===== src/sv/terminal_key_sequence_decoder_defines.svh =====
// ---------------------------------------------------------------------------
// Terminal key sequence decoder: assertion macros
// Shared assertion forms. Each expects clk and rst in the enclosing module.
// ---------------------------------------------------------------------------
`ifndef TERMINAL_KEY_SEQUENCE_DECODER_DEFINES_SVH
`define TERMINAL_KEY_SEQUENCE_DECODER_DEFINES_SVH

// Consequent must hold in the same cycle as the antecedent.
`define TKSD_ASSERT_IMP(label, ante, cons, msg) \
  label: assert property (@(posedge clk) disable iff (rst) (ante) |-> (cons)) else $error(msg);

// Consequent must hold in the cycle after the antecedent.
`define TKSD_ASSERT_NXT(label, ante, cons, msg) \
  label: assert property (@(posedge clk) disable iff (rst) (ante) |=> (cons)) else $error(msg);

// Condition must hold at every clock edge outside reset.
`define TKSD_ASSERT_ALW(label, cond, msg) \
  `TKSD_ASSERT_IMP(label, 1'b1, cond, msg)

`endif


===== src/sv/tksd_pkg.sv =====
// ---------------------------------------------------------------------------
// Terminal key sequence decoder: package
// Event types, byte constants and the small decode tables.
// ---------------------------------------------------------------------------
package tksd_pkg;

  typedef enum logic [4:0] {
    EV_ESC       = 5'd0,
    EV_ENTER     = 5'd1,
    EV_TAB       = 5'd2,
    EV_BACKSPACE = 5'd3,
    EV_CHAR      = 5'd4,
    EV_UP        = 5'd5,
    EV_DOWN      = 5'd6,
    EV_RIGHT     = 5'd7,
    EV_LEFT      = 5'd8,
    EV_HOME      = 5'd9,
    EV_END       = 5'd10,
    EV_BACKTAB   = 5'd11,
    EV_INSERT    = 5'd12,
    EV_DELETE    = 5'd13,
    EV_PGUP      = 5'd14,
    EV_PGDN      = 5'd15,
    EV_FUNCTION  = 5'd16,
    EV_MOUSE     = 5'd17
  } event_code_t;

  typedef enum logic [2:0] {
    MK_PRESS      = 3'd0,
    MK_RELEASE    = 3'd1,
    MK_DRAG       = 3'd2,
    MK_WHEEL_UP   = 3'd3,
    MK_WHEEL_DOWN = 3'd4
  } mouse_kind_t;

  localparam int CHAR_W  = 7;
  localparam int FN_W    = 4;
  localparam int COORD_W = 17;

  typedef struct packed {
    event_code_t        code;
    logic [CHAR_W-1:0]  char_code;
    logic               ctrl;
    logic               shift;
    logic [FN_W-1:0]    fn;
    mouse_kind_t        mk;
    logic [COORD_W-1:0] x;
    logic [COORD_W-1:0] y;
  } event_t;

  typedef struct packed {
    logic   valid;
    event_t ev;
  } decoded_t;

  // Up to two events produced by one byte, in order.
  typedef struct packed {
    logic [1:0] count;
    event_t     ev0;
    event_t     ev1;
  } push_t;

  typedef struct packed {
    event_t ev;
    logic   last;
  } queue_entry_t;

  localparam int QUEUE_DEPTH      = 8;
  localparam int QUEUE_PTR_W      = $clog2(QUEUE_DEPTH);
  localparam int QUEUE_CNT_W      = QUEUE_PTR_W + 1;
  localparam int QUEUE_ROOM_LIMIT = QUEUE_DEPTH - 4;

  localparam logic [7:0] BYTE_BS     = 8'h08;
  localparam logic [7:0] BYTE_TAB    = 8'h09;
  localparam logic [7:0] BYTE_LF     = 8'h0A;
  localparam logic [7:0] BYTE_CR     = 8'h0D;
  localparam logic [7:0] BYTE_ESC    = 8'h1B;
  localparam logic [7:0] BYTE_SPACE  = 8'h20;
  localparam logic [7:0] BYTE_DIGIT0 = 8'h30;
  localparam logic [7:0] BYTE_DIGIT9 = 8'h39;
  localparam logic [7:0] BYTE_SEMI   = 8'h3B;
  localparam logic [7:0] BYTE_LT     = 8'h3C;
  localparam logic [7:0] BYTE_UP_A   = 8'h41;
  localparam logic [7:0] BYTE_UP_B   = 8'h42;
  localparam logic [7:0] BYTE_UP_C   = 8'h43;
  localparam logic [7:0] BYTE_UP_D   = 8'h44;
  localparam logic [7:0] BYTE_UP_F   = 8'h46;
  localparam logic [7:0] BYTE_UP_H   = 8'h48;
  localparam logic [7:0] BYTE_UP_M   = 8'h4D;
  localparam logic [7:0] BYTE_UP_O   = 8'h4F;
  localparam logic [7:0] BYTE_UP_P   = 8'h50;
  localparam logic [7:0] BYTE_UP_Q   = 8'h51;
  localparam logic [7:0] BYTE_UP_R   = 8'h52;
  localparam logic [7:0] BYTE_UP_S   = 8'h53;
  localparam logic [7:0] BYTE_UP_Z   = 8'h5A;
  localparam logic [7:0] BYTE_LBRACK = 8'h5B;
  localparam logic [7:0] BYTE_LO_A   = 8'h61;
  localparam logic [7:0] BYTE_LO_M   = 8'h6D;
  localparam logic [7:0] BYTE_LO_Z   = 8'h7A;
  localparam logic [7:0] BYTE_TILDE  = 8'h7E;
  localparam logic [7:0] BYTE_DEL    = 8'h7F;
  localparam logic [7:0] BYTE_HIGH   = 8'h80;

  localparam logic [CHAR_W-1:0] CTRL_CHAR_BASE = 7'h60;

  function automatic event_t make_event(event_code_t code);
    event_t ev;
    ev.code      = code;
    ev.char_code = '0;
    ev.ctrl      = 1'b0;
    ev.shift     = 1'b0;
    ev.fn        = '0;
    ev.mk        = MK_PRESS;
    ev.x         = '0;
    ev.y         = '0;
    return ev;
  endfunction

  // Decode of a byte seen with no sequence pending. ESC is handled by the caller.
  function automatic decoded_t ground_decode(logic [7:0] c);
    decoded_t d;
    d.valid = 1'b1;
    d.ev    = make_event(EV_CHAR);
    if (c == BYTE_CR || c == BYTE_LF) begin
      d.ev.code = EV_ENTER;
    end else if (c == BYTE_TAB) begin
      d.ev.code = EV_TAB;
    end else if (c == BYTE_DEL || c == BYTE_BS) begin
      d.ev.code = EV_BACKSPACE;
    end else if (c < BYTE_SPACE) begin
      d.ev.char_code = CTRL_CHAR_BASE + c[CHAR_W-1:0];
      d.ev.ctrl      = 1'b1;
    end else if (c < BYTE_HIGH) begin
      d.ev.char_code = c[CHAR_W-1:0];
    end else begin
      d.valid = 1'b0;
    end
    return d;
  endfunction

  // CSI final letters other than tilde.
  function automatic decoded_t letter_decode(logic [7:0] f);
    decoded_t d;
    d.valid = 1'b1;
    d.ev    = make_event(EV_UP);
    case (f)
      BYTE_UP_A: d.ev.code = EV_UP;
      BYTE_UP_B: d.ev.code = EV_DOWN;
      BYTE_UP_C: d.ev.code = EV_RIGHT;
      BYTE_UP_D: d.ev.code = EV_LEFT;
      BYTE_UP_H: d.ev.code = EV_HOME;
      BYTE_UP_F: d.ev.code = EV_END;
      BYTE_UP_Z: d.ev.code = EV_BACKTAB;
      default:   d.valid   = 1'b0;
    endcase
    return d;
  endfunction

  // Number before a tilde final, for numbers below 32.
  function automatic decoded_t tilde_decode(logic [4:0] p);
    decoded_t d;
    d.valid = 1'b1;
    d.ev    = make_event(EV_FUNCTION);
    case (p)
      5'd1, 5'd7:  d.ev.code = EV_HOME;
      5'd2:        d.ev.code = EV_INSERT;
      5'd3:        d.ev.code = EV_DELETE;
      5'd4, 5'd8:  d.ev.code = EV_END;
      5'd5:        d.ev.code = EV_PGUP;
      5'd6:        d.ev.code = EV_PGDN;
      5'd11, 5'd12, 5'd13, 5'd14:
        d.ev.fn = FN_W'(p - 5'd10);
      5'd15:       d.ev.fn = 4'd5;
      5'd17, 5'd18, 5'd19, 5'd20, 5'd21:
        d.ev.fn = FN_W'(p - 5'd11);
      5'd23, 5'd24:
        d.ev.fn = FN_W'(p - 5'd12);
      default:     d.valid = 1'b0;
    endcase
    return d;
  endfunction

  // Key byte after ESC O.
  function automatic decoded_t ss3_decode(logic [7:0] c);
    decoded_t d;
    d.valid = 1'b1;
    d.ev    = make_event(EV_FUNCTION);
    case (c)
      BYTE_UP_P: d.ev.fn   = 4'd1;
      BYTE_UP_Q: d.ev.fn   = 4'd2;
      BYTE_UP_R: d.ev.fn   = 4'd3;
      BYTE_UP_S: d.ev.fn   = 4'd4;
      BYTE_UP_H: d.ev.code = EV_HOME;
      BYTE_UP_F: d.ev.code = EV_END;
      default:   d.valid   = 1'b0;
    endcase
    return d;
  endfunction

endpackage


===== src/sv/tksd_parser.sv =====
// ---------------------------------------------------------------------------
// Terminal key sequence decoder: byte parser
// Holds the escape sequence state and turns one byte into up to two events.
// ---------------------------------------------------------------------------
`include "terminal_key_sequence_decoder_defines.svh"

module tksd_parser #(
  parameter int PARAM_BITS = 16
) (
  input  logic            clk,
  input  logic            rst,
  input  logic            in_valid,
  input  logic            in_kind,
  input  logic [7:0]      in_byte,
  output tksd_pkg::push_t push
);

  typedef enum logic [1:0] {
    MODE_GROUND = 2'd0,
    MODE_ESC    = 2'd1,
    MODE_CSI    = 2'd2,
    MODE_SS3    = 2'd3
  } mode_t;

  localparam int ACC_W = PARAM_BITS + 4;

  mode_t                 mode_q, mode_next;
  logic                  angle_q, angle_next;
  logic                  at_start_q, at_start_next;
  logic                  started_q, started_next;
  logic [2:0]            field_count_q, field_count_next;
  logic [PARAM_BITS-1:0] field_value_q [3];
  logic [PARAM_BITS-1:0] field_value_next [3];
  logic [2:0]            field_bad_q, field_bad_next;

  logic [PARAM_BITS-1:0] fv [3];
  logic [PARAM_BITS-1:0] p0;
  logic [31:0]           x_wide, y_wide;
  logic [1:0]            idx;
  logic [ACC_W-1:0]      acc;
  logic                  is_final, is_digit, key_shift;
  tksd_pkg::decoded_t    dec;
  tksd_pkg::event_t      mouse_ev;

  always_comb begin
    for (int i = 0; i < 3; i++) begin
      fv[i] = field_bad_q[i] ? '0 : field_value_q[i];
    end
    p0     = angle_q ? '0 : fv[0];
    x_wide = 32'(fv[1]);
    y_wide = 32'(fv[2]);
    idx    = 2'(field_count_q - 3'd1);
    acc    = (ACC_W'(field_value_q[idx]) << 3) + (ACC_W'(field_value_q[idx]) << 1)
           + ACC_W'(in_byte - tksd_pkg::BYTE_DIGIT0);
    is_digit = (in_byte >= tksd_pkg::BYTE_DIGIT0) && (in_byte <= tksd_pkg::BYTE_DIGIT9);
    is_final = (in_byte >= tksd_pkg::BYTE_UP_A && in_byte <= tksd_pkg::BYTE_UP_Z)
            || (in_byte >= tksd_pkg::BYTE_LO_A && in_byte <= tksd_pkg::BYTE_LO_Z)
            || (in_byte == tksd_pkg::BYTE_TILDE);
    key_shift = (field_count_q >= 3'd2) && (fv[1] == PARAM_BITS'(2) || fv[1] == PARAM_BITS'(6));

    // Mouse report: button bits select the kind, coordinates are one-based.
    mouse_ev       = tksd_pkg::make_event(tksd_pkg::EV_MOUSE);
    mouse_ev.shift = fv[0][2];
    mouse_ev.x     = x_wide[tksd_pkg::COORD_W-1:0] - tksd_pkg::COORD_W'(1);
    mouse_ev.y     = y_wide[tksd_pkg::COORD_W-1:0] - tksd_pkg::COORD_W'(1);
    if (fv[0][6]) begin
      mouse_ev.mk = fv[0][0] ? tksd_pkg::MK_WHEEL_DOWN : tksd_pkg::MK_WHEEL_UP;
    end else if (in_byte == tksd_pkg::BYTE_LO_M) begin
      mouse_ev.mk = tksd_pkg::MK_RELEASE;
    end else if (fv[0][5]) begin
      mouse_ev.mk = tksd_pkg::MK_DRAG;
    end else begin
      mouse_ev.mk = tksd_pkg::MK_PRESS;
    end

    mode_next        = mode_q;
    angle_next       = angle_q;
    at_start_next    = at_start_q;
    started_next     = started_q;
    field_count_next = field_count_q;
    field_value_next = field_value_q;
    field_bad_next   = field_bad_q;
    push.count       = 2'd0;
    push.ev0         = tksd_pkg::make_event(tksd_pkg::EV_ESC);
    push.ev1         = tksd_pkg::make_event(tksd_pkg::EV_CHAR);
    dec              = tksd_pkg::ground_decode(in_byte);

    if (in_valid && in_kind) begin
      // End of chunk flushes a lone ESC or ESC O.
      if (mode_q == MODE_ESC) begin
        push.count = 2'd1;
        mode_next  = MODE_GROUND;
      end else if (mode_q == MODE_SS3) begin
        push.count             = 2'd2;
        push.ev1.char_code     = tksd_pkg::BYTE_UP_O[tksd_pkg::CHAR_W-1:0];
        mode_next              = MODE_GROUND;
      end
    end else if (in_valid) begin
      case (mode_q)
        MODE_GROUND: begin
          if (in_byte == tksd_pkg::BYTE_ESC) begin
            mode_next = MODE_ESC;
          end else if (dec.valid) begin
            push.count = 2'd1;
            push.ev0   = dec.ev;
          end
        end
        MODE_ESC: begin
          if (in_byte == tksd_pkg::BYTE_LBRACK) begin
            mode_next = MODE_CSI;
            angle_next = 1'b0;
            at_start_next = 1'b1;
            started_next = 1'b0;
            field_count_next = 3'd1;
            for (int i = 0; i < 3; i++) begin
              field_value_next[i] = '0;
            end
            field_bad_next = 3'b111;
          end else if (in_byte == tksd_pkg::BYTE_UP_O) begin
            mode_next = MODE_SS3;
          end else if (in_byte == tksd_pkg::BYTE_ESC) begin
            // Escape is reported and a new sequence starts.
            push.count = 2'd1;
          end else begin
            mode_next  = MODE_GROUND;
            push.count = dec.valid ? 2'd2 : 2'd1;
            push.ev1   = dec.ev;
          end
        end
        MODE_CSI: begin
          if (is_final) begin
            if (angle_q && (in_byte == tksd_pkg::BYTE_UP_M ||
                            in_byte == tksd_pkg::BYTE_LO_M)) begin
              if (field_count_q == 3'd3) begin
                push.count = 2'd1;
                push.ev0   = mouse_ev;
              end
            end else begin
              if (in_byte == tksd_pkg::BYTE_TILDE) begin
                dec = tksd_pkg::tilde_decode(p0[4:0]);
                if (p0 >= PARAM_BITS'(32)) begin
                  dec.valid = 1'b0;
                end
              end else begin
                dec = tksd_pkg::letter_decode(in_byte);
              end
              dec.ev.shift = key_shift;
              if (dec.valid) begin
                push.count = 2'd1;
                push.ev0   = dec.ev;
              end
            end
            mode_next        = MODE_GROUND;
            angle_next       = 1'b0;
            at_start_next    = 1'b1;
            started_next     = 1'b0;
            field_count_next = 3'd1;
            for (int i = 0; i < 3; i++) begin
              field_value_next[i] = '0;
            end
            field_bad_next = 3'b111;
          end else if (at_start_q && in_byte == tksd_pkg::BYTE_LT) begin
            at_start_next = 1'b0;
            angle_next    = 1'b1;
          end else begin
            at_start_next = 1'b0;
            if (in_byte == tksd_pkg::BYTE_SEMI) begin
              if (field_count_q < 3'd4) begin
                field_count_next = field_count_q + 3'd1;
              end
              started_next = 1'b0;
            end else if (field_count_q <= 3'd3) begin
              // Bytes of fields past the third are ignored and not stored.
              if (is_digit) begin
                if (!started_q) begin
                  field_bad_next[idx] = 1'b0;
                end
                if (acc[ACC_W-1:PARAM_BITS] != '0) begin
                  field_bad_next[idx] = 1'b1;
                end else begin
                  field_value_next[idx] = acc[PARAM_BITS-1:0];
                end
              end else begin
                field_bad_next[idx] = 1'b1;
              end
              started_next = 1'b1;
            end
          end
        end
        MODE_SS3: begin
          mode_next = MODE_GROUND;
          dec       = tksd_pkg::ss3_decode(in_byte);
          if (dec.valid) begin
            push.count = 2'd1;
            push.ev0   = dec.ev;
          end
        end
        default: begin
          mode_next = MODE_GROUND;
        end
      endcase
    end
  end

  always_ff @(posedge clk) begin
    if (rst) begin
      mode_q        <= MODE_GROUND;
      angle_q       <= 1'b0;
      at_start_q    <= 1'b1;
      started_q     <= 1'b0;
      field_count_q <= 3'd1;
      for (int i = 0; i < 3; i++) begin
        field_value_q[i] <= '0;
      end
      field_bad_q   <= 3'b111;
    end else begin
      mode_q        <= mode_next;
      angle_q       <= angle_next;
      at_start_q    <= at_start_next;
      started_q     <= started_next;
      field_count_q <= field_count_next;
      field_value_q <= field_value_next;
      field_bad_q   <= field_bad_next;
    end
  end

  `TKSD_ASSERT_IMP(a_pair_starts_with_escape, push.count == 2'd2, push.ev0.code == tksd_pkg::EV_ESC, "two events without leading escape")
  `TKSD_ASSERT_NXT(a_chunk_end_flushes, in_valid && in_kind, mode_q != MODE_ESC && mode_q != MODE_SS3, "escape pending after chunk end")
  `TKSD_ASSERT_ALW(a_field_count_range, field_count_q >= 3'd1 && field_count_q <= 3'd4, "field count out of range")

endmodule


===== src/sv/tksd_queue.sv =====
// ---------------------------------------------------------------------------
// Terminal key sequence decoder: event queue
// Takes up to two events a cycle and hands them out one at a time.
// ---------------------------------------------------------------------------
module tksd_queue (
  input  logic                   clk,
  input  logic                   rst,
  input  tksd_pkg::push_t        push,
  output logic                   room,
  output logic                   out_valid,
  input  logic                   out_ready,
  output tksd_pkg::queue_entry_t out_entry
);

  tksd_pkg::queue_entry_t          entries_q [tksd_pkg::QUEUE_DEPTH];
  logic [tksd_pkg::QUEUE_PTR_W-1:0] wr_ptr_q, rd_ptr_q, wr_ptr_second;
  logic [tksd_pkg::QUEUE_CNT_W-1:0] count_q, count_next;
  logic                            pop;

  assign out_valid     = (count_q != '0);
  assign out_entry     = entries_q[rd_ptr_q];
  assign pop           = out_valid && out_ready;
  assign room          = (count_q <= tksd_pkg::QUEUE_CNT_W'(tksd_pkg::QUEUE_ROOM_LIMIT));
  assign wr_ptr_second = wr_ptr_q + tksd_pkg::QUEUE_PTR_W'(1);
  assign count_next    = count_q + tksd_pkg::QUEUE_CNT_W'(push.count)
                       - tksd_pkg::QUEUE_CNT_W'(pop);

  always_ff @(posedge clk) begin
    if (push.count != 2'd0) begin
      entries_q[wr_ptr_q] <= '{ev: push.ev0, last: (push.count == 2'd1)};
    end
    if (push.count == 2'd2) begin
      entries_q[wr_ptr_second] <= '{ev: push.ev1, last: 1'b1};
    end
  end

  always_ff @(posedge clk) begin
    if (rst) begin
      wr_ptr_q <= '0;
      rd_ptr_q <= '0;
      count_q  <= '0;
    end else begin
      wr_ptr_q <= wr_ptr_q + tksd_pkg::QUEUE_PTR_W'(push.count);
      rd_ptr_q <= rd_ptr_q + tksd_pkg::QUEUE_PTR_W'(pop);
      count_q  <= count_next;
    end
  end

endmodule


===== src/sv/terminal_key_sequence_decoder.sv =====
// ---------------------------------------------------------------------------
// Terminal key sequence decoder
// Turns a terminal byte stream into key and mouse events.
// ---------------------------------------------------------------------------
// The block takes one request per cycle while s_axis_tready is high: a
// terminal byte (tuser low) or an end-of-chunk marker (tuser high). Each
// request is registered, decoded in the following cycle against the escape
// sequence state, and the events it causes, zero, one or two, are written
// into an eight-entry event queue. Events pass the request register and the
// queue and leave it one per cycle while m_axis_tready is high; tlast marks
// the last event caused by a request. The input side stays ready while at
// least four queue entries are free, so a stream in which each byte causes
// at most one event runs at one byte per clock as long as the downstream
// side takes one event per clock; a byte that causes two events (an escape
// followed by a plain byte, or an end-of-chunk marker after ESC O) adds one
// more event to the output. CSI parameters are decimal fields of up to
// PARAM_BITS bits; a field that overflows or holds a non-digit reads as
// zero. Bytes 0x80 and above and unknown sequences produce no event, and a
// partial CSI sequence survives an end-of-chunk marker.
// ---------------------------------------------------------------------------
module terminal_key_sequence_decoder #(
  parameter int PARAM_BITS = 16
) (
  input  logic        clk,
  input  logic        rst,
  input  logic        s_axis_tvalid,
  output logic        s_axis_tready,
  input  logic [7:0]  s_axis_tdata,   // data_byte
  input  logic [0:0]  s_axis_tuser,   // kind
  output logic        m_axis_tvalid,
  input  logic        m_axis_tready,
  // char_code[6:0], ctrl_flag, shift_flag, function_number[3:0],
  // mouse_kind[2:0], mouse_x[16:0], mouse_y[16:0], zero fill
  output logic [55:0] m_axis_tdata,
  output logic [4:0]  m_axis_tuser,   // event_code
  output logic        m_axis_tlast    // last_of_run
);

  // Registered request.
  logic       in_valid_q;
  logic       in_kind_q;
  logic [7:0] in_byte_q;

  tksd_pkg::push_t        push;
  tksd_pkg::queue_entry_t head;
  logic                   room;

  assign s_axis_tready = room;

  always_ff @(posedge clk) begin
    if (rst) begin
      in_valid_q <= 1'b0;
    end else begin
      in_valid_q <= s_axis_tvalid && s_axis_tready;
    end
  end

  always_ff @(posedge clk) begin
    if (s_axis_tvalid && s_axis_tready) begin
      in_kind_q <= s_axis_tuser[0];
      in_byte_q <= s_axis_tdata;
    end
  end

  // Sequence state and decode; the queue entries act as the result register.
  tksd_parser #(
    .PARAM_BITS(PARAM_BITS)
  ) u_parser (
    .clk      (clk),
    .rst      (rst),
    .in_valid (in_valid_q),
    .in_kind  (in_kind_q),
    .in_byte  (in_byte_q),
    .push     (push)
  );

  tksd_queue u_queue (
    .clk       (clk),
    .rst       (rst),
    .push      (push),
    .room      (room),
    .out_valid (m_axis_tvalid),
    .out_ready (m_axis_tready),
    .out_entry (head)
  );

  assign m_axis_tuser = head.ev.code;
  assign m_axis_tlast = head.last;
  assign m_axis_tdata = {6'b0, head.ev.y, head.ev.x, head.ev.mk, head.ev.fn,
                         head.ev.shift, head.ev.ctrl, head.ev.char_code};

endmodule

===== config.mk =====
export PLATFORM = sky130hd
export DESIGN_NAME = terminal_key_sequence_decoder
export DESIGN_NICKNAME = d
export VERILOG_FILES = /design/src/sv/tksd_pkg.sv /design/src/sv/tksd_parser.sv /design/src/sv/tksd_queue.sv /design/src/sv/terminal_key_sequence_decoder.sv
export VERILOG_INCLUDE_DIRS = /design/src /design/src/sv
export SDC_FILE = /design/constraint.sdc
export NUM_CORES = 1
export LEC_CHECK = 0
export BUFFER_PORTS_ARGS = -buffer_cell sky130_fd_sc_hd__buf_2
export CAP_MARGIN = 20
export CORE_MARGIN = 8
export CORE_UTILIZATION = 40
export CTS_CLUSTER_DIAMETER = 150
export DETAILED_ROUTE_END_ITERATION = 10
export GPL_TIMING_DRIVEN = 0
export PLACE_DENSITY = 0.66
export SYNTH_ARGS = -nofsm -noshare
export SYNTH_HDL_FRONTEND = slang
export SYNTH_HIERARCHICAL = 1
export SYNTH_SLANG_ARGS = --single-unit

===== constraint.sdc =====
create_clock -name clk -period 16.6 [get_ports clk]
set_input_delay 3.32 -clock clk [delete_from_list [all_inputs] [get_ports clk]]
set_output_delay 3.32 -clock clk [all_outputs]
set_load 0.05 [all_outputs]

==> qor.yml <==
grt_pass1_wl_um: 133800
whs_ns: 0.4931
synth_top_family_by_area: "compound AO/OA/AOI/OAI gates"
drt-initial-drc-count: 2125
ant_nets: 0
grt_max_degree: 45
initial_core_util_pct: 40.07
arrival_ns: 7.41
status: "completed"
period_share_pct: 41.62
slew_viol_final: 0
drive_above_1_share_pct: 21.30
p_leak_uw: 0.01122
wire_per_inst_um: 25.53
die-area_mm2: 0.08305
diodes: 0
synthCells: 2307
ys_seq_area_share_pct: 50.77
synth_cell_type_count: 93
rsz0062_at_grt: "no"
synth-async-reset-ratio_pct: 0
max_cap_viol_count: 0
relSlewSlack_pct: 26.38
htree_levels: 2
hp-class: "reg2reg"
syn-cell-area_mm2: 0.02963
period_minus_slack_ns: 6.910
postCtsHoldBufs: 0
postSynthAreaPerCell_um2: 12.85
irDropWorstVdd_uv: 75.86
path_max_fanout: 10
tightest_slew_ns: 1.095
synthXorXnorAreaFrac_pct: 1.229
fin_skew_ns: 0.04569
synth_ff_type: "edfxtp_1"
synthMuxAreaShare_pct: 11.40
crit_type: "reg2reg"
die_h_um: 288.2
die_w_um: 288.2
core-area_mm2: 0.07395
rows: 100
cts_setup_buffers: 0
clkLatencyLatePin_ns: 0.64
finalSetupViolCount: 0
required_ns: 17.10
finalSetupTns_ns: 0
num_io_pins: 77
cts_resized: 0
ys.warnings.count: 6
root_buffer: "clkbuf_16"
gp_congestion: 0.8839
wirelength_um: 89320
remaining_drc_errors: 0
dr.pass1.iters: 8
io_buffers: 70
synth_simple_gate_area_share_pct: 6.464
dp_hpwl_um: 61010
synthAdderAreaFrac_pct: 3.640
antenna_found_initial: 0
start_kind: "register"
crit_path_end_kind: "register"
tritoncts: "built"
cts_inserted_buffers: 54
clkTransAtPathRegs_ns: 0.06
cts_buffer_depth: 3
cts_sinks: 527
vias: 21230
via_per_inst: 6.068
p_per_area_mw_per_mm2: 104.0
grt_pass1_vias: 21730
grt_util_all_layers_pct: 21.09
synth_seq_cells: 527
grt_overflow: 0
synth_compound_area_share_pct: 20.07
synth_edf_count: 449
finalHoldViolations: 0
areaGrowthSynthToFinish_pct: 12.89
fin_nets: 2579
max_freq_mhz: 144.7
finish.utilization_pct: 45.24
-- per-layer routing --
layer	share of wire, %	global-route usage [%]	vias to the layer above
met5	0	0	-
met1	40	27.07	10680
met4	3.2	7.267	0
met3	8.3	3.532	185
li1	-	-	9379
met2	48	35.98	992
-- critical path, cell delays in order, from the launching register on --
cell	delay [ns]
dfxtp_1	0.37
clkbuf_1	0.35
inv_1	0.20
clkbuf_1	0.27
ha_1	0.42
buf_1	0.52
clkbuf_1	0.62
mux2i_1	0.15
o21ai_0	0.64
fa_1	0.54
ha_1	0.30
clkbuf_1	0.22
o21ai_0	0.24
nor2_1	0.09
or4_1	0.50
o22ai_2	0.19
xnor2_2	0.15
nor4_1	0.66
o21ai_0	0.19
o21a_1	0.17
-- cells in the mapped netlist (4+ instances only) --
cell type  count  area (µm²)
nor3_1        26       130.1
and2_1        13       81.33
nand2_1       93       349.1
ha_1          59       738.2
nor3b_1       11       82.58
and3_1        15       93.84
nor4_1        11       68.82
mux2_2        61       686.9
a22o_1       440        3854
nor2_1        74       277.8
or2_2         16       100.1
o31ai_1        5       37.54
a31oi_1       11       68.82
nand3_1       19       95.09
clkbuf_1      58       217.7
nand3b_1       4       30.03
o21ai_0       58       290.3
nand4_1        5       31.28
a21o_1        17       127.6
o21ai_1        4       20.02
nand4_2        5       62.56
or3_1          5       31.28
mux4_2       112        2522
o2bb2ai_1     48       420.4
a21oi_1       68       340.3
nand2b_1      10       62.56
buf_2         76       380.4
o311ai_0       6       52.55
xnor2_1       22       192.7
o21bai_1       4       30.03
xor2_1        14       122.6
mux2i_1       17       170.2
buf_4         61       457.9
inv_1         47       176.4
dfxtp_1       78        1562
fa_1          17       340.3
edfxtp_1     449       13480
o211ai_1       8       60.06
nor2b_1       19       118.9
o211a_1        4       40.04
buf_6         19       214.0
buf_1        119       446.7
a211oi_1       6       45.04
o22ai_1       10       62.56
o21a_1         9       67.56
-- registers in the layout, summed over array words and instances (netlist names) --
name and count:
u_queue/entries_q 448, u_parser/field_value_q 48, in_byte_q 8, u_queue/count_q 4
u_parser/field_bad_q 3, u_parser/field_count_q 3, u_queue/rd_ptr_q 3, u_queue/wr_ptr_q 3
u_parser/mode_q 2, in_kind_q 1, in_valid_q 1, u_parser/angle_q 1
u_parser/at_start_q 1, u_parser/started_q 1
-- area by class of cell --
class                   instances  area, µm²
plain buffers                 333       1717
clock buffers                  67       1478
clock inverters                29      364.1
fillers                      6617      40490
inverters                      48      180.2
multi-input cells            1447      12890
flip-flops and latches        527      15040
well taps                     969       1212
repair buffers                 79      563.0
-- placed cells by master (no fill, tap or decap), drive strengths merged, types with 9 or more instances in the layout --
| cell | n |
|---|---|
| edfxtp | 449 |
| a22o | 440 |
| buf | 354 |
| clkbuf | 125 |
| mux4 | 112 |
| nand2 | 93 |
| dfxtp | 78 |
| nor2 | 77 |
| a21oi | 68 |
| o21ai | 64 |
| mux2 | 61 |
| ha | 59 |
| conb | 50 |
| inv | 50 |
| o2bb2ai | 48 |
| nor3 | 29 |
| xnor2 | 24 |
| clkinv | 20 |
| nor2b | 19 |
| nand3 | 19 |
| or2 | 18 |
| mux2i | 17 |
| a21o | 17 |
| fa | 17 |
| and3 | 15 |
| xor2 | 15 |
| and2 | 15 |
| nor3b | 12 |
| nor4 | 12 |
| a31oi | 11 |
| o22ai | 11 |
| nand4 | 11 |
| nand2b | 10 |
| o21a | 9 |
-- where the power goes --
| group | switching [µW] | internal [µW] | leakage (µW) |
|---|---|---|---|
| clock | 527 | 742 | 0.000906 |
| sequential | 15.2 | 1450 | 0.00438 |
| combinational | 485 | 264 | 0.00593 |
-- path summary, 6_finish.rpt --
check	start	to	slack, ns	depth (start not counted)
setup / recovery	u_parser/field_count_q[0]	u_parser/field_bad_q[2]	9.69	19
hold / removal	u_parser/field_value_q[42]	u_parser/field_value_q[42]	0.49	1
setup reg to reg	u_parser/field_count_q[0]	u_parser/field_bad_q[2]	9.69	19
hold reg to reg	u_parser/field_value_q[42]	u_parser/field_value_q[42]	0.49	1
-- through the flow --
step	area [µm²]	setup WS [ns]	power, µW	std cells
floorplan	29810	11.32	2049	2355
global placement	31380	8.677	2229	3394
detailed placement	31610	9.830	2237	3403
CTS	33450	9.792	3496	3499
global route	33450	9.225	3593	3499
finish	33450	9.690	3479	3499
-- kinds of logic (layout without fill, tap and decap cells) --
logic type,count (synthesis),in the layout
AO/OA/AOI/OAI,736,736
flip-flops,527,527
buffers and inverters,381,556
AND/OR/NAND/NOR,356,356
multiplexers,190,190
adder cells (fa/ha/maj),76,76
XOR/XNOR,39,39
other,2,50
(Power assumes the default switching activity.)
